[src/rtl/smr_pkg.sv]
// Shared types and constants for the softmax row block.
// No dependencies; imported by softmax_row_top, smr_div and the bench.
`default_nettype none

package smr_pkg;

   localparam int SCORE_W     = 16;
   localparam int PROB_W      = 16;
   localparam int EXP_W       = 17;
   localparam int TOTAL_W     = 23;
   localparam int MAX_LEN_DEF = 64;

   // Widths of the exponential series datapath.
   localparam int N_W    = 12;
   localparam int TERM_W = 51;
   localparam int ACC_W  = 54;
   localparam int PROD_W = TERM_W + N_W;
   localparam int K_W    = 7;
   localparam int DIV_W  = 56;

   localparam logic [16:0]       EXP_CUTOFF = 17'd3072;
   localparam logic [K_W-1:0]    K_LAST     = 7'd127;
   localparam logic [TERM_W-1:0] TERM_ONE   = TERM_W'(64'd1 << 36);
   localparam logic [DIV_W-1:0]  RECIP_NUM  = DIV_W'(64'd1 << 52);
   localparam logic signed [SCORE_W-1:0] SCORE_MIN = 16'sh8000;
   localparam logic [PROB_W-1:0] PROB_MAX   = 16'hFFFF;

   typedef struct packed {
      logic [SCORE_W-1:0] score;
      logic               row_end;
   } req_type;

   typedef struct packed {
      logic [PROB_W-1:0] probability;
      logic              result_last;
      logic              overflowed;
   } rsp_type;

   typedef enum logic [3:0] {
      ST_IDLE,
      ST_EXP_READ,
      ST_EXP_INIT,
      ST_MUL,
      ST_DIV_K,
      ST_WAIT_K,
      ST_RECIP,
      ST_WAIT_RECIP,
      ST_EXP_WRITE,
      ST_NORM_READ,
      ST_NORM_START,
      ST_NORM_WAIT
   } state_type;

endpackage

`default_nettype wire

[src/rtl/softmax_row_top.sv]
// Softmax over one row: the scores are loaded one at a time while idle, then per element an
// exp series on a serial multiplier and a shared divider, then normalization.
// Uses smr_pkg, smr_ram and smr_div.
// Each item that does not end a row is taken while idle. A row end starts the series for
//   every element, skipped for an element past the cutoff, then the normalizing divides;
//   terms <= 127 per element, each series term a serial multiply and a divide of 56 steps.
//   Results leave one at a time, each when its normalizing divide is done.
// Rows are handled one at a time; busy stays high until the last result is shown.
// Reset: synchronous, clears the element count, maximum, overflow flag and the sequencer.
`default_nettype none

module softmax_row_top
   import smr_pkg::*;
#(
   parameter int MAX_LEN = MAX_LEN_DEF
) (
   input  wire logic    clock,
   input  wire logic    reset,
   input  wire logic    start,
   output logic         busy,
   input  wire req_type req_item,
   output logic         rsp_valid,
   output rsp_type      rsp_item
);

   localparam int ADDR_W = $clog2(MAX_LEN);
   localparam int CNT_W  = $clog2(MAX_LEN + 1);
   localparam logic [CNT_W-1:0] CNT_MAX = CNT_W'(MAX_LEN);

   state_type state_ff, state_in;

   logic [CNT_W-1:0]          count_ff, count_in;
   logic signed [SCORE_W-1:0] max_ff, max_in;
   logic                      ovf_ff, ovf_in;
   logic [CNT_W-1:0]          idx_ff, idx_in;
   logic [TOTAL_W-1:0]        total_ff, total_in;
   logic [N_W-1:0]            n_ff, n_in;
   logic [TERM_W-1:0]         term_ff, term_in;
   logic [ACC_W-1:0]          acc_ff, acc_in;
   logic [PROD_W-1:0]         prod_ff, prod_in;
   logic [N_W-1:0]            mplier_ff, mplier_in;
   logic [3:0]                bit_ff, bit_in;
   logic [K_W-1:0]            k_ff, k_in;
   logic [EXP_W-1:0]          e_ff, e_in;

   logic                 accept;
   logic                 last_idx;
   logic [16:0]          n_full;
   logic                 cutoff;
   logic [TERM_W-1:0]    q_term;
   logic                 series_end;
   logic [SCORE_W-1:0]   score_rd;
   logic [EXP_W-1:0]     exp_rd;
   logic                 score_wr, score_rd_en, exp_wr, exp_rd_en;
   logic                 div_start, div_done;
   logic [DIV_W-1:0]     div_dividend, div_divisor, div_q;

   assign accept     = start && !busy;
   assign last_idx   = (idx_ff == count_ff - 1'b1);
   assign n_full     = {max_ff[SCORE_W-1], max_ff} - {score_rd[SCORE_W-1], score_rd};
   assign cutoff     = (n_full > EXP_CUTOFF);
   assign q_term     = div_q[TERM_W-1:0];
   assign series_end = (q_term == '0) || (k_ff == K_LAST);

   // Next state.
   always_comb begin
      state_in = state_ff;
      unique case (state_ff)
         ST_IDLE:       if (accept && req_item.row_end) state_in = ST_EXP_READ;
         ST_EXP_READ:   state_in = ST_EXP_INIT;
         ST_EXP_INIT:   state_in = cutoff ? ST_EXP_WRITE : ST_MUL;
         ST_MUL:        if (bit_ff == 4'(N_W - 1)) state_in = ST_DIV_K;
         ST_DIV_K:      state_in = ST_WAIT_K;
         ST_WAIT_K:     if (div_done) state_in = series_end ? ST_RECIP : ST_MUL;
         ST_RECIP:      state_in = ST_WAIT_RECIP;
         ST_WAIT_RECIP: if (div_done) state_in = ST_EXP_WRITE;
         ST_EXP_WRITE:  state_in = last_idx ? ST_NORM_READ : ST_EXP_READ;
         ST_NORM_READ:  state_in = ST_NORM_START;
         ST_NORM_START: state_in = ST_NORM_WAIT;
         ST_NORM_WAIT:  if (div_done) state_in = last_idx ? ST_IDLE : ST_NORM_READ;
         default:       state_in = ST_IDLE;
      endcase
   end

   // Outputs, memory strobes and divider operands.
   always_comb begin
      busy         = (state_ff != ST_IDLE);
      score_wr     = 1'b0;
      score_rd_en  = 1'b0;
      exp_wr       = 1'b0;
      exp_rd_en    = 1'b0;
      div_start    = 1'b0;
      div_dividend = '0;
      div_divisor  = '0;
      rsp_valid    = 1'b0;
      unique case (state_ff)
         ST_IDLE:      score_wr = start && (count_ff < CNT_MAX);
         ST_EXP_READ:  score_rd_en = 1'b1;
         ST_DIV_K: begin
            div_start    = 1'b1;
            div_dividend = DIV_W'(prod_ff[PROD_W-1:8]);
            div_divisor  = DIV_W'(k_ff);
         end
         ST_RECIP: begin
            div_start    = 1'b1;
            div_dividend = RECIP_NUM + DIV_W'(acc_ff[ACC_W-1:1]);
            div_divisor  = DIV_W'(acc_ff);
         end
         ST_EXP_WRITE: exp_wr = 1'b1;
         ST_NORM_READ: exp_rd_en = 1'b1;
         ST_NORM_START: begin
            div_start    = 1'b1;
            div_dividend = DIV_W'({exp_rd, 16'h0000});
            div_divisor  = DIV_W'(total_ff);
         end
         ST_NORM_WAIT: rsp_valid = div_done;
         default: ;
      endcase
      rsp_item.probability = (div_q[DIV_W-1:PROB_W] != '0) ? PROB_MAX : div_q[PROB_W-1:0];
      rsp_item.result_last = last_idx;
      rsp_item.overflowed  = ovf_ff;
   end

   // Datapath next values.
   always_comb begin
      count_in  = count_ff;
      max_in    = max_ff;
      ovf_in    = ovf_ff;
      idx_in    = idx_ff;
      total_in  = total_ff;
      n_in      = n_ff;
      term_in   = term_ff;
      acc_in    = acc_ff;
      prod_in   = prod_ff;
      mplier_in = mplier_ff;
      bit_in    = bit_ff;
      k_in      = k_ff;
      e_in      = e_ff;
      case (state_ff)
         ST_IDLE: begin
            if (accept) begin
               if (count_ff < CNT_MAX) begin
                  count_in = count_ff + 1'b1;
                  if ($signed(req_item.score) > max_ff) max_in = $signed(req_item.score);
               end else begin
                  ovf_in = 1'b1;
               end
               idx_in   = '0;
               total_in = '0;
            end
         end
         ST_EXP_INIT: begin
            n_in      = n_full[N_W-1:0];
            mplier_in = n_full[N_W-1:0];
            term_in   = TERM_ONE;
            acc_in    = ACC_W'(TERM_ONE);
            k_in      = 7'd1;
            prod_in   = '0;
            bit_in    = '0;
            e_in      = '0;
         end
         ST_MUL: begin
            // Multiplier bits MSB first, one partial product per cycle.
            prod_in   = {prod_ff[PROD_W-2:0], 1'b0}
                        + (mplier_ff[N_W-1] ? PROD_W'(term_ff) : '0);
            mplier_in = {mplier_ff[N_W-2:0], 1'b0};
            bit_in    = bit_ff + 1'b1;
         end
         ST_WAIT_K: begin
            if (div_done) begin
               term_in   = q_term;
               acc_in    = acc_ff + ACC_W'(q_term);
               k_in      = k_ff + 1'b1;
               prod_in   = '0;
               mplier_in = n_ff;
               bit_in    = '0;
            end
         end
         ST_WAIT_RECIP: begin
            if (div_done) e_in = div_q[EXP_W-1:0];
         end
         ST_EXP_WRITE: begin
            total_in = total_ff + TOTAL_W'(e_ff);
            idx_in   = last_idx ? '0 : idx_ff + 1'b1;
         end
         ST_NORM_WAIT: begin
            if (div_done) begin
               idx_in = idx_ff + 1'b1;
               if (last_idx) begin
                  count_in = '0;
                  max_in   = SCORE_MIN;
                  ovf_in   = 1'b0;
               end
            end
         end
         default: ;
      endcase
   end

   always_ff @(posedge clock) begin
      if (reset) begin
         state_ff <= ST_IDLE;
         count_ff <= '0;
         max_ff   <= SCORE_MIN;
         ovf_ff   <= 1'b0;
      end else begin
         state_ff <= state_in;
         count_ff <= count_in;
         max_ff   <= max_in;
         ovf_ff   <= ovf_in;
      end
      idx_ff    <= idx_in;
      total_ff  <= total_in;
      n_ff      <= n_in;
      term_ff   <= term_in;
      acc_ff    <= acc_in;
      prod_ff   <= prod_in;
      mplier_ff <= mplier_in;
      bit_ff    <= bit_in;
      k_ff      <= k_in;
      e_ff      <= e_in;
   end

   smr_ram #(.WIDTH(SCORE_W), .DEPTH(MAX_LEN)) u_score_ram (
      .clock   (clock),
      .wr_en   (score_wr),
      .wr_addr (count_ff[ADDR_W-1:0]),
      .wr_data (req_item.score),
      .rd_en   (score_rd_en),
      .rd_addr (idx_ff[ADDR_W-1:0]),
      .rd_data (score_rd)
   );

   smr_ram #(.WIDTH(EXP_W), .DEPTH(MAX_LEN)) u_exp_ram (
      .clock   (clock),
      .wr_en   (exp_wr),
      .wr_addr (idx_ff[ADDR_W-1:0]),
      .wr_data (e_ff),
      .rd_en   (exp_rd_en),
      .rd_addr (idx_ff[ADDR_W-1:0]),
      .rd_data (exp_rd)
   );

   smr_div u_div (
      .clock    (clock),
      .reset    (reset),
      .start    (div_start),
      .dividend (div_dividend),
      .divisor  (div_divisor),
      .done     (div_done),
      .quotient (div_q)
   );

`ifndef ASSERT_OFF
   a_count_cap: assert property (@(posedge clock) disable iff (reset)
      count_ff <= CNT_MAX)
      else $error("element count exceeds capacity");
   a_rsp_busy: assert property (@(posedge clock) disable iff (reset)
      rsp_valid |-> busy)
      else $error("result shown while idle");
   a_row_end_busy: assert property (@(posedge clock) disable iff (reset)
      accept && req_item.row_end |=> busy)
      else $error("row end did not start computation");
   a_last_idle: assert property (@(posedge clock) disable iff (reset)
      rsp_valid && rsp_item.result_last |=> !busy && count_ff == '0)
      else $error("row state not cleared after last result");
   a_nonlast_busy: assert property (@(posedge clock) disable iff (reset)
      rsp_valid && !rsp_item.result_last |=> busy)
      else $error("row ended before its last result");
`endif

endmodule

`default_nettype wire

[src/rtl/smr_ram.sv]
// Generic single-port-write, single-port-read RAM with registered read data.
// No package dependencies.
`default_nettype none

module smr_ram #(
   parameter int WIDTH = 16,
   parameter int DEPTH = 64
) (
   input  wire logic                     clock,
   input  wire logic                     wr_en,
   input  wire logic [$clog2(DEPTH)-1:0] wr_addr,
   input  wire logic [WIDTH-1:0]         wr_data,
   input  wire logic                     rd_en,
   input  wire logic [$clog2(DEPTH)-1:0] rd_addr,
   output logic      [WIDTH-1:0]         rd_data
);

   logic [WIDTH-1:0] mem_ff [DEPTH];
   logic [WIDTH-1:0] rd_data_ff;

   always_ff @(posedge clock) begin
      if (wr_en) begin
         mem_ff[wr_addr] <= wr_data;
      end
      if (rd_en) begin
         rd_data_ff <= mem_ff[rd_addr];
      end
   end

   assign rd_data = rd_data_ff;

endmodule

`default_nettype wire

[src/rtl/smr_div.sv]
// Radix-2 restoring divider, one quotient bit per cycle, shared by the
// series terms, the reciprocal and the normalization. Uses smr_pkg.
`default_nettype none

module smr_div
   import smr_pkg::*;
(
   input  wire logic             clock,
   input  wire logic             reset,
   input  wire logic             start,
   input  wire logic [DIV_W-1:0] dividend,
   input  wire logic [DIV_W-1:0] divisor,
   output logic                  done,
   output logic      [DIV_W-1:0] quotient
);

   localparam int CNT_W = $clog2(DIV_W);
   localparam logic [CNT_W-1:0] CNT_LAST = CNT_W'(DIV_W - 1);

   logic             run_ff, run_in;
   logic             done_ff, done_in;
   logic [CNT_W-1:0] cnt_ff, cnt_in;
   logic [DIV_W-1:0] rem_ff, rem_in;
   logic [DIV_W-1:0] quo_ff, quo_in;
   logic [DIV_W-1:0] dvs_ff, dvs_in;
   logic [DIV_W:0]   trial;
   logic [DIV_W:0]   diff;

   always_comb begin
      run_in  = run_ff;
      done_in = 1'b0;
      cnt_in  = cnt_ff;
      rem_in  = rem_ff;
      quo_in  = quo_ff;
      dvs_in  = dvs_ff;
      trial   = {rem_ff, quo_ff[DIV_W-1]};
      diff    = trial - {1'b0, dvs_ff};
      if (start) begin
         run_in = 1'b1;
         cnt_in = '0;
         rem_in = '0;
         quo_in = dividend;
         dvs_in = divisor;
      end else if (run_ff) begin
         // Bring down the next dividend bit and subtract when it fits.
         if (!diff[DIV_W]) begin
            rem_in = diff[DIV_W-1:0];
            quo_in = {quo_ff[DIV_W-2:0], 1'b1};
         end else begin
            rem_in = trial[DIV_W-1:0];
            quo_in = {quo_ff[DIV_W-2:0], 1'b0};
         end
         cnt_in = cnt_ff + 1'b1;
         if (cnt_ff == CNT_LAST) begin
            run_in  = 1'b0;
            done_in = 1'b1;
         end
      end
   end

   always_ff @(posedge clock) begin
      if (reset) begin
         run_ff  <= 1'b0;
         done_ff <= 1'b0;
         cnt_ff  <= '0;
      end else begin
         run_ff  <= run_in;
         done_ff <= done_in;
         cnt_ff  <= cnt_in;
      end
      rem_ff <= rem_in;
      quo_ff <= quo_in;
      dvs_ff <= dvs_in;
   end

   assign done     = done_ff;
   assign quotient = quo_ff;

endmodule

`default_nettype wire

[config.mk]
export PLATFORM = sky130hd
export DESIGN_NAME = softmax_row_top
export DESIGN_NICKNAME = d
export VERILOG_FILES = /design/src/rtl/smr_pkg.sv /design/src/rtl/softmax_row_top.sv /design/src/rtl/smr_ram.sv /design/src/rtl/smr_div.sv
export SDC_FILE = /design/constraint.sdc
export NUM_CORES = 2
export LEC_CHECK = 0
export BUFFER_PORTS_ARGS = -buffer_cell sky130_fd_sc_hd__buf_2
export CAP_MARGIN = 20
export CORE_ASPECT_RATIO = 0.9
export CORE_MARGIN = 2
export CORE_UTILIZATION = 60
export CTS_BUF_LIST = sky130_fd_sc_hd__clkbuf_8
export DETAILED_ROUTE_END_ITERATION = 7
export PLACE_DENSITY = 0.76
export SYNTH_ARGS = -nofsm -noshare
export SYNTH_HDL_FRONTEND = slang
export SYNTH_HIERARCHICAL = 1
export SYNTH_SLANG_ARGS = --single-unit
[constraint.sdc]
create_clock -name clock -period 6.49 [get_ports clock]
set_clock_uncertainty 0.05 [all_clocks]
set_input_delay 0.3245 -clock clock [delete_from_list [all_inputs] [get_ports clock]]
set_output_delay 0.3245 -clock clock [all_outputs]
set_load 0.1 [all_outputs]
==> results_dict.tcl <==
set metrics [dict create \
    die_w_um 462 \
    p_per_area_nw_per_um2 342 \
    antenna_left 0 \
    clk_pin_slew_ns 0.06 \
    ys_ff_latch 2599 \
    arrival_ns 4.34 \
    setup_tns_ns 0 \
    layout.nets 7643 \
    dr.pass1.iters 6 \
    yosysTopAreaCell "edfxtp_1" \
    core_sq_um 188000 \
    initial_utilization_pct 60.3 \
    tightest_slew_ns 1.16 \
    hold_ws_ns 0.145 \
    place_congestion 0.939 \
    cts_setup_buffers 0 \
    synth_cell_types 102 \
    n_fill_cell 12589 \
    grtUsageTotal_pct 29.1 \
    relSlewSlack_pct 22.8 \
    rsz0062_at_grt "false" \
    slew_violations 0 \
    grt_antenna_before_repair 11 \
    clock_path_buffers 4 \
    async_flop_share_pct 0 \
    critical_path_required_ns 6.12 \
    vias 66500 \
    crit_type "flop to output port" \
    first_global_vias 64462 \
    worst_skew_pair.late_latency_ns 1.09 \
    worstHoldPathType "primary input to flop" \
    synth_edf_count 2507 \
    synthTopCellsByArea "edfxtp_1, mux4_2, ha_1" \
    dr.first_iter.drc_count 7892 \
    worst_setup_path_end_kind "output port" \
    fp.dieH_um 416 \
    fin_crit_ns 4.72 \
    root_buffer "clkbuf_8" \
    finalHoldViolCount 0 \
    dieArea_sq_um 192000 \
    grt_pass1_wl_um 415000 \
    drive_gt1_share_pct 17.9 \
    grt_max_degree 114 \
    avgViaCountPerCell 6.50 \
    peakVddDrop_mv 0.330 \
    netlist_area_sq_um 113000 \
    yosysMostFrequentCell "edfxtp_1" \
    yosysTopAreaCellShare_pct 66.4 \
    ys_warn_count 6 \
    critPathMaxFanout 16 \
    place_hpwl_um 177000 \
    cts_buffers 405 \
    final_util_pct 66.1 \
    routed_wl_um 281000 \
    drv_cap 0 \
    status "finished, final reports clean" \
    synth_flop_cell "edfxtp_1" \
    io_buffers 39 \
    postCtsResizedCells 0 \
    syn_inst 7059 \
    p_leak_nw 42.3 \
    start_kind "flop" \
    syn_to_final_growth_pct 9.64 \
    min_period_over_period_pct 72.7 \
    setup_viol 0 \
    max_freq_mhz 212 \
    avgSynthCellArea_sq_um 16.1 \
    rows 151 \
    cts_tree "yes" \
    post-route-drc-count 0 \
    numClockSinks 2599 \
    wl_per_cell_um 27.4 \
    pin_count 40 \
    seq_area_frac_synth_pct 68.0 \
    synthTopCellsByCount "edfxtp_1, nor2_1, mux4_2" \
    cts.htree.levels 5 \
    overflow 0 \
]
-- sequential cells by signal (all words and copies together), names as in the netlist, 6 cells and up --
name                 count
acc_ff                  54
count_ff                 7
e_ff                    17
idx_ff                   7
k_ff                     7
max_ff                  16
mplier_ff               12
n_ff                    12
prod_ff                 63
term_ff                 51
total_ff                23
u_div/cnt_ff             6
u_div/dvs_ff            56
u_div/quotient          56
u_div/rem_ff            56
u_exp_ram/mem_ff      1088
u_exp_ram/rd_data       17
u_score_ram/mem_ff    1024
u_score_ram/rd_data     16
-- layout by cell type, fill, tap and decap left out, types with 49 or more instances in the layout --
cell / Yosys / layout
a211oi_1: 54 / 54
a21o_1: 110 / 109
a21oi_1: 265 / 264
a221oi_1: 73 / 73
a22o_1: 56 / 56
a22oi_1: 116 / 116
a311oi_1: 57 / 57
and2_1: 119 / 119
and3_1: 93 / 93
buf_4: 35 / 230
clkbuf_8: 0 / 416
clkinv_1: 1 / 102
clkinv_2: 0 / 55
dfxtp_1: 92 / 91
edfxtp_1: 2507 / 2507
ha_1: 212 / 212
inv_1: 195 / 295
mux2_2: 94 / 94
mux2i_1: 217 / 217
mux4_2: 436 / 436
nand2_1: 338 / 336
nand2b_1: 49 / 49
nand3_1: 106 / 106
nand4_1: 60 / 60
nor2_1: 493 / 488
nor2b_1: 80 / 77
nor3_1: 73 / 64
o21ai_0: 139 / 139
xnor2_1: 106 / 106
xor2_1: 88 / 88
-- worst max-delay path: stages, from the launching register on --
cell and delay, ns:
edfxtp_1 0.44, nor4_1 0.91, nand4_1 0.16, nor3_1 0.35
and3_1 0.88, nand2_1 0.19, buf_2 0.35
-- area by class of cell --
cell class	instances	area [sq um]	area share (%)
timing repair buffer	303	2380	1.91
tap	2524	3160	2.54
inverter	197	739	0.595
sequential	2599	77100	62.0
clock buffer	416	5730	4.61
antenna	10	25.0	0.0201
multi-input combinational	3900	33600	27.0
clock inverter	283	1580	1.27
-- worst paths after layout --
| path | start | end | slack (ns) | cells after the start |
|---|---|---|---|---|
| min reg2reg | u_div/rem_ff[19] | u_div/rem_ff[20] | 0.40 | 2 |
| min | req_item[9] | u_score_ram/mem_ff[41][8] | 0.14 | 2 |
| max | u_div/quotient[44] | rsp_item[3] | 1.77 | 6 |
| max reg2reg | mplier_ff[11] | prod_ff[58] | 1.84 | 12 |
-- power by group --
part	switching [mW]	internal, mW	total (mW)
Combinational	6.24	3.78	10.0
Clock	6.19	6.52	12.7
Sequential	0.499	19.3	19.8
-- stage by stage --
| step | total power, mW | area [sq um] | instances | setup WS (ns) |
|---|---|---|---|---|
| 2_1_floorplan | 27.1 | 113000 | 7061 | 0.651 |
| 3_3_place_gp | 29.8 | 117000 | 9495 | 1.92 |
| 3_5_place_dp | 29.9 | 117000 | 9499 | 1.90 |
| 4_1_cts | 42.6 | 124000 | 10218 | 1.67 |
| 5_1_grt | 44.2 | 124000 | 10228 | 1.55 |
| 6_report | 42.5 | 124000 | 10232 | 1.77 |
-- logic make-up (layout without fill, tap and decap cells) --
kind of cell	Yosys count	in the layout	share of synthesized area [%]
XOR/XNOR	194	194	1.50
adder cells (fa/ha/maj)	217	217	2.43
multiplexers	751	751	11.6
other	1	13	0.00331
flip-flops	2599	2599	68.0
AND/OR/NAND/NOR	1542	1542	6.64
AO/OA/AOI/OAI	1193	1193	7.36
buffers and inverters	562	1199	2.46
-- routing by layer --
| metal | up-vias | global-route usage, % | part of all wire (%) |
|---|---|---|---|
| li1 | 28757 | - | - |
| met1 | 33765 | 43.6 | 42 |
| met2 | 3465 | 43.7 | 46 |
| met3 | 513 | 5.44 | 9.5 |
| met4 | 0 | 9.33 | 3.1 |
| met5 | - | 0 | 0 |
-- timing repair --
action                                  in CTS  in global routing
hold buffers                                20                  0
hold endpoints to repair                   747                  0
endpoints found under the setup margin       0                  0
Note: power is estimated with default switching activity, not from simulation.
